[config.mk]
export PLATFORM = sky130hd
export DESIGN_NAME = mie_regfile
export DESIGN_NICKNAME = d
export VERILOG_FILES = /design/src/rtl/core/mie_regfile.sv
export SDC_FILE = /design/constraint.sdc
export NUM_CORES = 2
export LEC_CHECK = 0
export ABC_CLOCK_PERIOD_IN_PS = 3000
export BUFFER_PORTS_ARGS = -buffer_cell sky130_fd_sc_hd__clkbuf_2
export CAP_MARGIN = 20
export CORE_MARGIN = 2
export CORE_UTILIZATION = 45
export DETAILED_ROUTE_END_ITERATION = 10
export PLACE_DENSITY_LB_ADDON = 0.15
export SLEW_MARGIN = 25
export SYNTH_ARGS = -nofsm -noshare
export SYNTH_HDL_FRONTEND = slang
export SYNTH_SLANG_ARGS = --single-unit
[constraint.sdc]
create_clock -name i_clk -period 3 [get_ports i_clk]
set_clock_uncertainty 0.15 [all_clocks]
set_input_delay 0.15 -clock i_clk [delete_from_list [all_inputs] [get_ports i_clk]]
set_output_delay 0.15 -clock i_clk [all_outputs]
set_load 0.005 [all_outputs]
[src/rtl/core/mie_regfile.sv]
module mie_regfile (
    input  logic        i_clk,
    input  logic        i_rst_n,
    input  logic        i_re,
    input  logic [4:0]  i_ra,
    input  logic [4:0]  i_rb,
    input  logic        i_we,
    input  logic [4:0]  i_wa,
    input  logic [31:0] i_wd,
    output logic [31:0] o_rd_a,
    output logic [31:0] o_rd_b
);

    logic [31:0] r_mem [32];
    logic [31:0] r_valid;
    logic [31:0] r_rd_a;
    logic [31:0] r_rd_b;

    // valid bits stand in for the all-zero reset of the entries
    always_ff @(posedge i_clk) begin
        if (!i_rst_n) begin
            r_valid <= '0;
        end else if (i_we) begin
            r_valid[i_wa] <= 1'b1;
        end
    end

    always_ff @(posedge i_clk) begin
        if (i_we) begin
            r_mem[i_wa] <= i_wd;
        end
    end

    // registered reads, write-first on a same-cycle write
    always_ff @(posedge i_clk) begin
        if (i_re) begin
            if (i_we && i_wa == i_ra) begin
                r_rd_a <= i_wd;
            end else begin
                r_rd_a <= r_valid[i_ra] ? r_mem[i_ra] : 32'd0;
            end
            if (i_we && i_wa == i_rb) begin
                r_rd_b <= i_wd;
            end else begin
                r_rd_b <= r_valid[i_rb] ? r_mem[i_rb] : 32'd0;
            end
        end
    end

    assign o_rd_a = r_rd_a;
    assign o_rd_b = r_rd_b;

endmodule

---- Yosys cells after proc, flatten, opt, wreduce, memory -nomap -nowiden ----
Memories as Yosys holds them, arrays and structs flattened.
Index checks and enable logic that the tools add are counted.
storage, ports and cells
  flip-flop bits (word level) ............. 96
  RAM bits ................................ 1024
  output and inout bits ................... 64
  memories ................................ 1
  logic and storage cells ................. 26
  input port bits ......................... 51
operators by class
  equal/unequal tests ..................... 2
  order comparisons ....................... 4
  mux-type cells .......................... 12
  bitwise gates (word level) .............. 1
  reductions and logical operators ........ 3
memories
  memory  words  width  rd ports  clocked after memory_dff  wr ports  RTL line  RTL
  r_mem   32     32     2         0                         1         14        logic [31:0] r_mem [32];
operator list
  cell                                                                count
  two-way mux 32 bit                                                  4
  bitwise OR 32 bit                                                   1
  < comparator 5 x 6 -> 1 bit (second input constant)                 3
  binary-select mux 1 bit (select 5 bit)                              2
  equality test 5 bit                                                 2
  demux 1 bit (select 5 bit)                                          1
  greater-or-equal comparator 5 x 1 -> 1 bit (second input constant)  1
  two-way mux 1 bit                                                   5
  logical AND 1 bit                                                   3

---- Longest topological paths before layout ----
  word-level depth ........................ 5
  depth in mapped cells ................... 10

---- Worst setup path before layout ----
OpenSTA, ideal clock, no wires.
  kind .................................... input -> register
  start ................................... input i_wa[0]
  end ..................................... memory r_mem[28][0] (enable)
  setup time .............................. 0.423 ns
  data arrival time ....................... 2.351 ns
  stages on the path ...................... 4
  buffers on the path ..................... 2
  setup slack ............................. 0.076 ns
  cells stage by stage .................... clkbuf_1 or3b_2 clkbuf_1 nor2_1
RTL lines
  element          RTL line  RTL
  start, declared  8         input logic [4:0] i_wa,
  end, declared    14
No word-level cell before the write port.

---- Final worst setup path ----
  start ................................... register r_valid[25]
  end ..................................... register r_rd_a[5], in the netlist o_rd_a[5], data pin
on the way
  word-level cells in the longest chain between the ends .. 4
RTL lines
  element                                  RTL line  RTL
  start, declared                          15        logic [31:0] r_valid;
  start signal, assigned                   22        r_valid <= '0;
  start signal, assigned by index          24        r_valid[i_wa] <= 1'b1;
  binary-select mux 1 bit (select 5 bit)   40        r_rd_a <= r_valid[i_ra] ? r_mem[i_ra] : 32'd0;
  two-way mux 1 bit (implied by the code)  40
  two-way mux 32 bit                       40
  two-way mux 32 bit                       37        if (i_we && i_wa == i_ra) begin
  end signal, assigned                     38        r_rd_a <= i_wd;
  end signal, assigned                     40
  end, declared                            16        logic [31:0] r_rd_a;
No other way between the ends. The select of a mux whose other input is x is not followed.
A chain may end at the register's enable or synchronous reset.

==> flow_summary.yaml <==
outcome:
  status: "completed"
drt:
  vias: 28627
  wl_per_cell_um: 37.3
  antenna_left: 0
  wl_met1_um: 61800
  drt_wl_total_um: 159000
  first_iter_violations: 3663
  drc_errors: 0
  wl_met3_um: 13100
  vias_per_cell: 6.73
  dr.pass1.iters: 5
  highest_layer: "met5"
  dr_wl_met2_um: 77600
cts:
  post_cts_resized: 0
  htreeDepth: 3
  cts_tree: "yes"
  clk_path_buf_depth: 3
  cts_made_buffers: 118
  clock-sinks: 1120
  clk_latency_ns: 0.73
  clk_pin_slew_ns: 0.06
  cts_root_buffer: "clkbuf_16"
  post_cts.repair.setup_buffers: 0
yosys:
  synthArstFlopShare_pct: 0
  netlist_area_um2: 50600
  synth.largest_area_cell: "edfxtp_1"
  synth-seq-cells: 1120
  synth-edff-count: 1088
  yosysTopAreaCellShare_pct: 64.5
  synth_warnings: 0
  synthCells: 2411
  synth_cell_types: 41
  synth-main-ff-cell: "edfxtp_1"
  yosys-top-cells-area: "edfxtp_1 (65%), mux4_2 (26%), a22oi_1 (1.5%)"
  syn_avg_cell_area_um2: 21.0
  syn_nets: 2462
  ys_seq_area_share_pct: 65.8
placement:
  dp.cells: 3998
  gp_congestion: 0.798
  dpl.hpwl_um: 87400
  pre_cts_ws_ns: 0.297
  port_buffers: 114
finish:
  fin_nets: 2703
  fin_cells: 4253
  area_growth_pct: 16.4
  drive_gt1_share_pct: 39.4
grt:
  grt_pass1_wl_um: 223000
  grtUsageTotal_pct: 27.6
  grt_max_degree: 77
  grt_pass1_vias: 29560
  overflow: 0
  antenna_found_initial: 5
worst_setup_path:
  r2r_cells: 6
  r2r-end: "o_rd_a[5]$_DFFE_PP_"
  worstPathRequired_ns: 3.29
  criticalPathCategory: "reg -> reg"
  endpoint_kind: "flop"
  crit_fanout: 23
  critPathLaunchType: "flop"
  r2r_slack_ns: 0.62
  worstPathArrival_ns: 2.67
  r2r_start: "r_valid[25]$_SDFFE_PN0P_"
sta:
  rsz0062_at_grt: "no"
  setup_slack_ns: 0.616
  slew_viol_final: 0
  setup_violations: 0
  fmax_mhz: 419
  hold_ws_ns: 0.0792
  layout_worst_path_cycle_share_pct: 79.5
  worst_slew_pin_slew_ns: 0.837
  slew_headroom_pct: 44.2
  min_period_ns: 2.38
  hold_viol: 0
  tns_ns: 0
floorplan:
  die_h_um: 339
  initial_core_util_pct: 45.2
  dieArea_um2: 115000
  pin_count: 115
  die_x_um: 339
  rows: 123
  core_area_um2: 112000
min_path:
  holdPathEnd: "r_valid[22]$_SDFFE_PN0P_"
  hold_class: "in -> reg"
  hold_depth: 5
  hold_start: "i_we"
power_and_ir_drop:
  power_density_nw_per_um2: 588
  power_leakage_nw: 18.6
  vdd_ir_drop_max_v: 0.000486
run:
  drv_cap: 0
sequential cells by signal (all words and copies together) (netlist names):
name     cells
o_rd_a      32
o_rd_b      32
r_mem     1024
r_valid     32
metal layers:
metal,track usage (%),up-vias
met1,38.0,15607
met2,44.6,1581
met3,4.83,311
met5,0,-
li1,-,11124
met4,10.0,4
cells in the mapped netlist (2+ instances only):
master     count
o2111ai_1      2
mux2i_1       41
o32a_1         3
xnor2_1        2
and3_1         2
o31ai_1        2
buf_4          4
buf_2         56
or2_1          4
a2bb2oi_1      2
inv_1          4
a32o_1        32
nand3b_1      38
buf_1         14
a221oi_1       4
nand2_1       98
clkbuf_1     122
a21o_1         2
o21ai_1       31
buf_6          4
edfxtp_1    1088
nor2b_1        3
a22oi_1       98
mux4_2       582
xor2_1         8
nor3_1         2
nand3_1        5
dfxtp_1       32
or3b_2         3
nor2_1        38
a21oi_1        6
o21a_1        36
nand2b_1       2
nand4_1       33
nor4_1         2
cell type report:
class / count / area, um2
fill: 8814 / 53100
sequential: 1120 / 33300
multi-input combinational: 1087 / 16700
timing repair buffer: 321 / 3250
clock buffer: 153 / 3180
tap: 1500 / 1880
clock inverter: 66 / 582
inverter: 4 / 16.3
antenna: 2 / 5.00
cells by family after synthesis:
group,count (synthesis),share of synthesized area [%]
compound gates,221,3.30
xor+xnor,10,0.173
buf+inv,204,1.74
flops,1120,65.8
mux,624,26.7
simple gates,232,2.29
worst max-delay path, stage by stage, from the launching register on:
cell,delay [ns]
dfxtp_1,0.33
mux4_2,0.47
a2bb2oi_1,0.14
o2111ai_1,0.30
a21oi_4,0.12
buf_12,0.23
a32o_1,0.34
per-stage QoR:
stage / utilization (%) / total power, mW / instance area (um2)
6_report: 52.6 / 34.7 / 58900
5_1_grt: 52.6 / 35.6 / 58900
4_1_cts: 52.6 / 34.9 / 58900
3_5_place_dp: 48.9 / 20.7 / 54800
3_3_place_gp: 48.9 / 20.6 / 54800
2_1_floorplan: - / 19.5 / 50600
how the worst max path moves through the flow:
stage                             startpoint                      to  slack (ns)  cells past startpoint
finish              r_valid[25]$_SDFFE_PN0P_     o_rd_a[5]$_DFFE_PP_        0.62                      6
global route        r_valid[29]$_SDFFE_PN0P_     o_rd_b[0]$_DFFE_PP_        0.56                      7
CTS                 r_valid[17]$_SDFFE_PN0P_    o_rd_a[30]$_DFFE_PP_        0.65                      6
detailed placement                   i_rb[0]    o_rd_b[17]$_DFFE_PP_        0.30                      7
global placement                     i_rb[0]    o_rd_b[17]$_DFFE_PP_        0.28                      7
floorplan                            i_wa[0]  r_mem[28][0]$_DFFE_PP_        0.08                      4
timing repair:
item                        CTS  global route
hold endpoints to repair   1092             0
hold buffers                 34             0
setup endpoints to repair     0             0
where the power goes:
part,leakage [nW],switching (mW),internal (mW)
Clock,1.83,6.19,8.08
Sequential,10.1,0.107,17.4
Combinational,6.59,1.56,1.30
Total,18.6,7.85,26.8
cell usage in the layout, fill, tap and decap left out, drive strengths merged, types with 2 or more instances in the layout:
cell type and count:
edfxtp 1088, nand3 5, o2111ai 2, nand2b 2, mux2i 41, nand4 33
xnor2 2, buf 181, diode 2, xor2 8, clkinv 51, bufinv 7
inv 6, a221oi 4, mux4 582, a32o 32, o32a 3, nor2 38
a21oi 6, clkinvlp 6, nor4 2, nor3 2, a2bb2oi 2, and3 2
o21ai 31, or3b 3, clkbuf 259, nor2b 3, nand2 98, a22oi 98
nand3b 38, o21a 36, or2 4, a21o 2, dlygate4sd3 34, o31ai 2
dfxtp 32
(Power assumes the default switching activity.)
