`config.mk`:
```
export PLATFORM = sky130hd
export DESIGN_NAME = mie_exec
export DESIGN_NICKNAME = d
export VERILOG_FILES = /design/src/rtl/core/mie_pkg.sv /design/src/rtl/core/mie_exec.sv
export SDC_FILE = /design/constraint.sdc
export NUM_CORES = 2
export LEC_CHECK = 0
export BUFFER_PORTS_ARGS = -buffer_cell sky130_fd_sc_hd__buf_4
export CORE_UTILIZATION = 53
export DETAILED_ROUTE_END_ITERATION = 16
export PLACE_DENSITY = 0.8
export SLEW_MARGIN = 30
export SYNTH_ARGS = -nofsm -noshare
export SYNTH_HDL_FRONTEND = slang
export SYNTH_SLANG_ARGS = --single-unit
```
`constraint.sdc`:
```
create_clock -name vclk -period 21.1
set_clock_uncertainty 0.15 [all_clocks]
set_input_delay 3.165 -clock vclk [all_inputs]
set_output_delay 3.165 -clock vclk [all_outputs]
set_load 0.05 [all_outputs]
```
`src/rtl/core/mie_pkg.sv`:
```
package mie_pkg;

    // data memory geometry
    localparam int MEM_BYTES = 65536;
    localparam int MEM_WORDS = MEM_BYTES / 4;
    localparam int MEM_AW    = $clog2(MEM_WORDS);

    typedef enum logic [1:0] {
        ST_OK      = 2'd0,
        ST_ILLEGAL = 2'd1,
        ST_BADMEM  = 2'd2,
        ST_SYSCALL = 2'd3
    } t_status;

    typedef enum logic [1:0] {
        SZ_BYTE = 2'd0,
        SZ_HALF = 2'd1,
        SZ_WORD = 2'd2
    } t_size;

    // primary opcodes
    localparam logic [5:0] OP_SPECIAL = 6'h00;
    localparam logic [5:0] OP_J       = 6'h02;
    localparam logic [5:0] OP_JAL     = 6'h03;
    localparam logic [5:0] OP_BEQ     = 6'h04;
    localparam logic [5:0] OP_BNE     = 6'h05;
    localparam logic [5:0] OP_ADDIU   = 6'h09;
    localparam logic [5:0] OP_SLTI    = 6'h0a;
    localparam logic [5:0] OP_SLTIU   = 6'h0b;
    localparam logic [5:0] OP_ANDI    = 6'h0c;
    localparam logic [5:0] OP_ORI     = 6'h0d;
    localparam logic [5:0] OP_XORI    = 6'h0e;
    localparam logic [5:0] OP_LUI     = 6'h0f;
    localparam logic [5:0] OP_LB      = 6'h20;
    localparam logic [5:0] OP_LH      = 6'h21;
    localparam logic [5:0] OP_LW      = 6'h23;
    localparam logic [5:0] OP_LBU     = 6'h24;
    localparam logic [5:0] OP_LHU     = 6'h25;
    localparam logic [5:0] OP_SB      = 6'h28;
    localparam logic [5:0] OP_SH      = 6'h29;
    localparam logic [5:0] OP_SW      = 6'h2b;

    // SPECIAL funct codes
    localparam logic [5:0] FN_SLL     = 6'h00;
    localparam logic [5:0] FN_SRL     = 6'h02;
    localparam logic [5:0] FN_SRA     = 6'h03;
    localparam logic [5:0] FN_JR      = 6'h08;
    localparam logic [5:0] FN_JALR    = 6'h09;
    localparam logic [5:0] FN_SYSCALL = 6'h0c;
    localparam logic [5:0] FN_MFHI    = 6'h10;
    localparam logic [5:0] FN_MFLO    = 6'h12;
    localparam logic [5:0] FN_MULT    = 6'h18;
    localparam logic [5:0] FN_MULTU   = 6'h19;
    localparam logic [5:0] FN_ADDU    = 6'h21;
    localparam logic [5:0] FN_SUBU    = 6'h23;
    localparam logic [5:0] FN_AND     = 6'h24;
    localparam logic [5:0] FN_OR      = 6'h25;
    localparam logic [5:0] FN_XOR     = 6'h26;
    localparam logic [5:0] FN_NOR     = 6'h27;
    localparam logic [5:0] FN_SLT     = 6'h2a;
    localparam logic [5:0] FN_SLTU    = 6'h2b;

    localparam logic [31:0] PC_REGION_MASK = 32'hf000_0000;

    // everything one item decides in the execute stage
    typedef struct packed {
        t_status            status;
        logic [31:0]        npc;
        logic               wr;
        logic [4:0]         widx;
        logic [31:0]        wval;
        logic               is_load;
        t_size              ld_size;
        logic               ld_signed;
        logic [1:0]         ld_off;
        logic               mem_we;
        logic [3:0]         mem_be;
        logic [MEM_AW-1:0]  mem_addr;
        logic [31:0]        mem_wdata;
        logic               hilo_we;
        logic [31:0]        hi;
        logic [31:0]        lo;
    } t_exec_res;

endpackage

```
`src/rtl/core/mie_exec.sv`:
```
module mie_exec (
    input  logic                 i_kind,
    input  logic [31:0]          i_instruction,
    input  logic [15:0]          i_preload_address,
    input  logic [31:0]          i_preload_data,
    input  logic [31:0]          i_a,
    input  logic [31:0]          i_b,
    input  logic [31:0]          i_pc,
    input  logic [31:0]          i_hi,
    input  logic [31:0]          i_lo,
    output mie_pkg::t_exec_res   o_res
);

    logic [5:0]  op;
    logic [5:0]  fn;
    logic [4:0]  rt;
    logic [4:0]  rd;
    logic [4:0]  sh;
    logic [31:0] imm;
    logic [31:0] simm;
    logic [31:0] ea;
    logic [31:0] pc4;
    logic [31:0] jtarget;
    logic [31:0] btarget;
    logic [31:0] pl_addr;
    logic        mul_signed;
    logic signed [65:0] prod;
    logic        ea_ok_b;
    logic        ea_ok_h;
    logic        ea_ok_w;

    assign op   = i_instruction[31:26];
    assign fn   = i_instruction[5:0];
    assign rt   = i_instruction[20:16];
    assign rd   = i_instruction[15:11];
    assign sh   = i_instruction[10:6];
    assign imm  = {16'd0, i_instruction[15:0]};
    assign simm = {{16{i_instruction[15]}}, i_instruction[15:0]};
    assign ea   = i_a + simm;
    assign pc4  = i_pc + 32'd4;
    assign jtarget = (pc4 & mie_pkg::PC_REGION_MASK) | {4'd0, i_instruction[25:0], 2'b00};
    assign btarget = pc4 + {simm[29:0], 2'b00};
    assign pl_addr = {16'd0, i_preload_address[15:2], 2'b00};

    // nonzero, inside memory, aligned to the access size
    assign ea_ok_b = (ea != 32'd0) && (ea < 32'(mie_pkg::MEM_BYTES));
    assign ea_ok_h = ea_ok_b && !ea[0];
    assign ea_ok_w = ea_ok_b && (ea[1:0] == 2'b00);

    // 33x33 multiply covers both signed and unsigned forms
    assign mul_signed = (fn == mie_pkg::FN_MULT);
    assign prod = $signed({mul_signed & i_a[31], i_a}) * $signed({mul_signed & i_b[31], i_b});

    always_comb begin
        o_res           = '0;
        o_res.status    = mie_pkg::ST_OK;
        o_res.npc       = pc4;
        o_res.ld_size   = mie_pkg::SZ_WORD;
        o_res.ld_off    = ea[1:0];
        o_res.mem_addr  = ea[mie_pkg::MEM_AW+1:2];
        o_res.hi        = prod[63:32];
        o_res.lo        = prod[31:0];

        if (i_kind) begin
            // host preload of one word
            o_res.npc = i_pc;
            if (pl_addr + 32'd4 > 32'(mie_pkg::MEM_BYTES)) begin
                o_res.status = mie_pkg::ST_BADMEM;
            end else begin
                o_res.mem_we    = 1'b1;
                o_res.mem_be    = 4'b1111;
                o_res.mem_addr  = pl_addr[mie_pkg::MEM_AW+1:2];
                o_res.mem_wdata = i_preload_data;
            end
        end else begin
            case (op)
                mie_pkg::OP_SPECIAL: begin
                    o_res.widx = rd;
                    case (fn)
                        mie_pkg::FN_SLL: begin
                            o_res.wr = 1'b1; o_res.wval = i_b << sh;
                        end
                        mie_pkg::FN_SRL: begin
                            o_res.wr = 1'b1; o_res.wval = i_b >> sh;
                        end
                        mie_pkg::FN_SRA: begin
                            o_res.wr = 1'b1; o_res.wval = $unsigned($signed(i_b) >>> sh);
                        end
                        mie_pkg::FN_JR: begin
                            o_res.npc = i_a;
                        end
                        mie_pkg::FN_JALR: begin
                            o_res.npc = i_a; o_res.wr = 1'b1; o_res.wval = pc4;
                        end
                        mie_pkg::FN_SYSCALL: begin
                            o_res.status = mie_pkg::ST_SYSCALL;
                        end
                        mie_pkg::FN_MFHI: begin
                            o_res.wr = 1'b1; o_res.wval = i_hi;
                        end
                        mie_pkg::FN_MFLO: begin
                            o_res.wr = 1'b1; o_res.wval = i_lo;
                        end
                        mie_pkg::FN_MULT, mie_pkg::FN_MULTU: begin
                            o_res.hilo_we = 1'b1;
                        end
                        mie_pkg::FN_ADDU: begin
                            o_res.wr = 1'b1; o_res.wval = i_a + i_b;
                        end
                        mie_pkg::FN_SUBU: begin
                            o_res.wr = 1'b1; o_res.wval = i_a - i_b;
                        end
                        mie_pkg::FN_AND: begin
                            o_res.wr = 1'b1; o_res.wval = i_a & i_b;
                        end
                        mie_pkg::FN_OR: begin
                            o_res.wr = 1'b1; o_res.wval = i_a | i_b;
                        end
                        mie_pkg::FN_XOR: begin
                            o_res.wr = 1'b1; o_res.wval = i_a ^ i_b;
                        end
                        mie_pkg::FN_NOR: begin
                            o_res.wr = 1'b1; o_res.wval = ~(i_a | i_b);
                        end
                        mie_pkg::FN_SLT: begin
                            o_res.wr = 1'b1;
                            o_res.wval = {31'd0, $signed(i_a) < $signed(i_b)};
                        end
                        mie_pkg::FN_SLTU: begin
                            o_res.wr = 1'b1; o_res.wval = {31'd0, i_a < i_b};
                        end
                        default: begin
                            o_res.status = mie_pkg::ST_ILLEGAL;
                        end
                    endcase
                end
                mie_pkg::OP_J: begin
                    o_res.npc = jtarget;
                end
                mie_pkg::OP_JAL: begin
                    o_res.npc = jtarget; o_res.wr = 1'b1;
                    o_res.widx = 5'd31; o_res.wval = pc4;
                end
                mie_pkg::OP_BEQ: begin
                    if (i_a == i_b) o_res.npc = btarget;
                end
                mie_pkg::OP_BNE: begin
                    if (i_a != i_b) o_res.npc = btarget;
                end
                mie_pkg::OP_ADDIU: begin
                    o_res.wr = 1'b1; o_res.widx = rt; o_res.wval = ea;
                end
                mie_pkg::OP_SLTI: begin
                    o_res.wr = 1'b1; o_res.widx = rt;
                    o_res.wval = {31'd0, $signed(i_a) < $signed(simm)};
                end
                mie_pkg::OP_SLTIU: begin
                    o_res.wr = 1'b1; o_res.widx = rt; o_res.wval = {31'd0, i_a < simm};
                end
                mie_pkg::OP_ANDI: begin
                    o_res.wr = 1'b1; o_res.widx = rt; o_res.wval = i_a & imm;
                end
                mie_pkg::OP_ORI: begin
                    o_res.wr = 1'b1; o_res.widx = rt; o_res.wval = i_a | imm;
                end
                mie_pkg::OP_XORI: begin
                    o_res.wr = 1'b1; o_res.widx = rt; o_res.wval = i_a ^ imm;
                end
                mie_pkg::OP_LUI: begin
                    o_res.wr = 1'b1; o_res.widx = rt; o_res.wval = {imm[15:0], 16'd0};
                end
                mie_pkg::OP_LB, mie_pkg::OP_LBU: begin
                    o_res.widx      = rt;
                    o_res.ld_size   = mie_pkg::SZ_BYTE;
                    o_res.ld_signed = (op == mie_pkg::OP_LB);
                    if (ea_ok_b) begin
                        o_res.wr = 1'b1; o_res.is_load = 1'b1;
                    end else begin
                        o_res.status = mie_pkg::ST_BADMEM;
                    end
                end
                mie_pkg::OP_LH, mie_pkg::OP_LHU: begin
                    o_res.widx      = rt;
                    o_res.ld_size   = mie_pkg::SZ_HALF;
                    o_res.ld_signed = (op == mie_pkg::OP_LH);
                    if (ea_ok_h) begin
                        o_res.wr = 1'b1; o_res.is_load = 1'b1;
                    end else begin
                        o_res.status = mie_pkg::ST_BADMEM;
                    end
                end
                mie_pkg::OP_LW: begin
                    o_res.widx = rt;
                    if (ea_ok_w) begin
                        o_res.wr = 1'b1; o_res.is_load = 1'b1;
                    end else begin
                        o_res.status = mie_pkg::ST_BADMEM;
                    end
                end
                mie_pkg::OP_SB: begin
                    o_res.mem_be    = 4'b0001 << ea[1:0];
                    o_res.mem_wdata = {4{i_b[7:0]}};
                    if (ea_ok_b) o_res.mem_we = 1'b1;
                    else         o_res.status = mie_pkg::ST_BADMEM;
                end
                mie_pkg::OP_SH: begin
                    o_res.mem_be    = ea[1] ? 4'b1100 : 4'b0011;
                    o_res.mem_wdata = {2{i_b[15:0]}};
                    if (ea_ok_h) o_res.mem_we = 1'b1;
                    else         o_res.status = mie_pkg::ST_BADMEM;
                end
                mie_pkg::OP_SW: begin
                    o_res.mem_be    = 4'b1111;
                    o_res.mem_wdata = i_b;
                    if (ea_ok_w) o_res.mem_we = 1'b1;
                    else         o_res.status = mie_pkg::ST_BADMEM;
                end
                default: begin
                    o_res.status = mie_pkg::ST_ILLEGAL;
                end
            endcase

            // a flagged item leaves all state alone
            if (o_res.status == mie_pkg::ST_ILLEGAL || o_res.status == mie_pkg::ST_BADMEM) begin
                o_res.npc     = i_pc;
                o_res.wr      = 1'b0;
                o_res.is_load = 1'b0;
                o_res.mem_we  = 1'b0;
                o_res.hilo_we = 1'b0;
            end
        end

        // register 0 is never written
        if (o_res.widx == 5'd0) begin
            o_res.wr      = 1'b0;
            o_res.is_load = 1'b0;
        end
        if (!o_res.wr) begin
            o_res.widx = 5'd0;
            o_res.wval = 32'd0;
        end
    end

endmodule

```
* After elaboration in Yosys (flattened, before gate mapping) *
Cells that the tools add are included.

storage, ports and cells
  flip-flop bits (word level) = 0
  logic and storage cells = 128

cells by class
  bitwise gates (word level) = 10
  $add $sub $neg = 6
  multiplexer cells = 39
  reductions and logical operators = 22
  eq/ne operators = 40
  $mul = 1
  order comparisons = 6
  shift operators = 4

operator list
  operator                 number
  $pmux W32 S14            1
  $pmux W32 S9             1
  $mux W32                 4
  $pmux W32 S4             1
  $add A32 B32 Y32         3
  $eq A6 B6 Y1 const B     16
  $lt A32 B32 Y1           3
  $pmux W32 S3             1
  $mul A33 B33 Y64         1
  $eq A6 B4 Y1 const B     10
  $mux W51                 1
  $mux W42                 1
  $mux W37                 1
  $pmux W6 S6              1
  $mux W34                 1
  $mux W33                 1
  $add A32 B3 Y32 const B  1
  $and A32 B16 Y32         1
  $and A32 B32 Y32         1
  $eq A32 B32 Y1           1
  $lt A32 B16 Y1           1
  $lt A32 B17 Y1 const B   1
  $ne A32 B32 Y1           1
  $not A32 Y32             1
  other kinds (41)         73

* Longest topological paths before layout *
  depth in word-level cells = 14
  depth in mapped cells = 35

* Worst setup path before layout *
No wires, ideal clock.

  path kind = input to output
  from = input i_instruction[1]
  to = output o_res[60] in the netlist's numbering
  cell stages on the path = 29
  arrival time = 12.991 ns
  setup slack = 4.794 ns
  cells stage by stage = clkbuf_1 > clkbuf_1 > clkbuf_1 > nor4_1 > and2_1 > clkbuf_1 > nand2_1 > inv_1 > fa_1 > fa_1 > fa_1 > inv_1 > fa_1 > fa_1 > fa_1 > fa_1 > inv_1 > fa_1 > ha_1 > and3_1 > a221o_1 > a41oi_1 > a21oi_1 > a21oi_1 > a21boi_0 > nand2_1 > a31oi_1 > o21a_1 > o311ai_0

RTL lines
  what                line            source
  start: declaration  mie_exec.sv:3   input logic [31:0] i_instruction,
  end: declaration    mie_exec.sv:11  output mie_pkg::t_exec_res o_res

==> run_results.csv <==
group,metric,value,unit
outcome,status,"completed",
synth,yosys.area.top_type,"fa_1",
synth,synth_nets,8623,
placed_design,place_hpwl,197,mm
synth,ys_seq_area_frac,0,
floorplanning,placementRows,117,
critical_path,max_stage_delay,0.79,ns
route,postRouteAntennaNets,0,
global_routing,grt.total_usage,0.508,
floorplanning,io_pins,435,
sta,hold_violations,0,
cells_and_area,layout.cells.non_filler,8354,
sta,post-route-period-util,0.821,
route,totalWireLength,262,mm
clock_tree,cts_setup_buffers,0,
route,drt_iter0_markers,8233,
critical_path,end_kind,"output pin",
placed_design,dp.cells,8316,
synth,synth.most_common_cell,"inv_1",
cells_and_area,seq_cell_count,0,
critical_path,critPathRequiredTime,17.79,ns
critical_path,slowest_stage,"and2_1",
clock_tree,cts.repair.resized,0,
critical_path,cp.arrival,14.01,ns
synth,synth_area_per_cell,7.98,um^2
synth,yosysTopAreaCellShare,0.414,
global_routing,antenna_found_initial,34,
critical_path,start_kind,"input pin",
job,maxCapViolCount,0,
floorplanning,die_h,323,um
sta,relSlewSlack,0.177,
placed_design,gp_congestion,1.18,
synth,synthTopCellsByArea,"fa_1 41%, ha_1 9.6%, inv_1 8.8%, nand2_1 6.5%, nor2_1 4.5%",
critical_path,cp_common_cell,"fa_1",
sta,finalCriticalPeriod,17.32,ns
synth,synth_area,0.0545,mm^2
route,top_layer,"met5",
floorplanning,die_area,0.104,mm^2
route,wl_per_cell,31.4,um
sta,drv_slew,0,
global_routing,grt_first_pass_wirelength,379,mm
route,wl_met3,42.3,mm
critical_path,worstSetupPathType,"in -> out",
floorplanning,core_area,0.102,mm^2
synth,synthCells,6836,
critical_path,cp_max_fo,22,
route,drc,0,
route,wl_met2,106,mm
sta,max_clock_freq,57.7,MHz
synth,synthDistinctLibCells,88,
sta,rsz0062_at_grt,"false",
global_routing,grt-ovfl-total,0,
floorplanning,start_util,0.535,
sta,setup_viol,0,
global_routing,grt_pass1_vias,55200,
clock_tree,ctsHoldBuffers,0,
cells_and_area,area_delta_synth_final,8.13,%
synth,ys_warn_count,0,
floorplanning,die_w,323,um
synth,synth_common_cells,"1,280 x inv_1, 1,129 x fa_1, 944 x nand2_1, 648 x nor2_1, 417 x ha_1",
cells_and_area,nClkBuffers,0,
hold_path,min-delay-path-class,"in -> out",
sta,worst_slew_pin_slew,1.22,ns
route,routed-via-count,55700,
route,first_pass_iters,10,
cells_and_area,nNetsFinal,8740,
cells_and_area,drive_above_1_share,0.0975,
placed_design,portBuffers,433,
global_routing,grt_max_degree,74,
sta,fin_setup_tns,0,ns
route,met1_length,86.3,mm
route,via_per_inst,6.67,
cells_and_area,regArea,0,um^2
metrics by stage:
stage | util | worst slack [ns] | hold WS (ns) | cell area (um^2)
global placement | 0.576 | 4.15 | 6.55 | 58700
CTS | 0.577 | 4.05 | 6.55 | 58800
floorplan | - | 4.79 | 6.48 | 54500
global route | 0.578 | 3.52 | 6.56 | 58900
detailed placement | 0.577 | 4.09 | 6.55 | 58800
finish | 0.579 | 3.78 | 6.55 | 59000
layer usage:
layer | vias to the layer above | global-route usage
met4 | 24 | 0.412
met5 | - | 0.0106
met3 | 1483 | 0.239
met1 | 27200 | 0.591
met2 | 5013 | 0.710
li1 | 22100 | -
final cells by class:
cell class,instances,area (um^2)
diodes,35,87.6
fillers,9277,42900
inverters,1305,4900
multi-input cells,5101,48100
well taps,1368,1710
repair buffers,545,4130
worst max-delay path, delay by kind of cell:
family,cells,cell delay [ns]
adder cells (fa/ha/maj),9,4.62
AO/OA/AOI/OAI,4,1.71
XOR/XNOR,1,0.18
AND/OR/NAND/NOR,8,2.20
buffers and inverters,8,2.05
placed cells by master (no fill, tap or decap), drive strengths merged, types with 31 or more instances in the layout:
cell / netlist / layout
a31oi: 35 / 35
mux2: 39 / 39
a21oi: 284 / 284
nand2: 944 / 944
diode: 0 / 35
nand2b: 38 / 38
nor3: 90 / 90
fa: 1129 / 1129
o21bai: 44 / 44
ha: 417 / 417
a21o: 63 / 63
a211oi: 42 / 42
a22oi: 45 / 45
o21ai: 330 / 330
nand4: 38 / 38
a222oi: 36 / 36
o22ai: 31 / 31
mux4: 49 / 49
xnor2: 130 / 130
nand3: 79 / 79
o21a: 35 / 35
buf: 73 / 543
mux2i: 55 / 55
nor2: 648 / 648
a221oi: 48 / 48
and3: 31 / 31
xor2: 42 / 42
o211ai: 35 / 35
inv: 1290 / 1289
path summary, 6_finish.rpt:
path,depth (start not counted),end,from
max,30,o_res[58],i_instruction[5]
min,4,o_res[107],i_preload_address[12]
kinds of logic (layout without fill, tap and decap cells):
| family | Yosys count | in the layout | share of synthesized area |
|---|---|---|---|
| AND/OR/NAND/NOR | 2003 | 2003 | 0.155 |
| buffers and inverters | 1735 | 1850 | 0.120 |
| adder cells (fa/ha/maj) | 1546 | 1546 | 0.510 |
| AO/OA/AOI/OAI | 1237 | 1237 | 0.149 |
| XOR/XNOR | 172 | 172 | 0.0276 |
| multiplexers | 143 | 143 | 0.0384 |
| other | 0 | 35 | 0 |
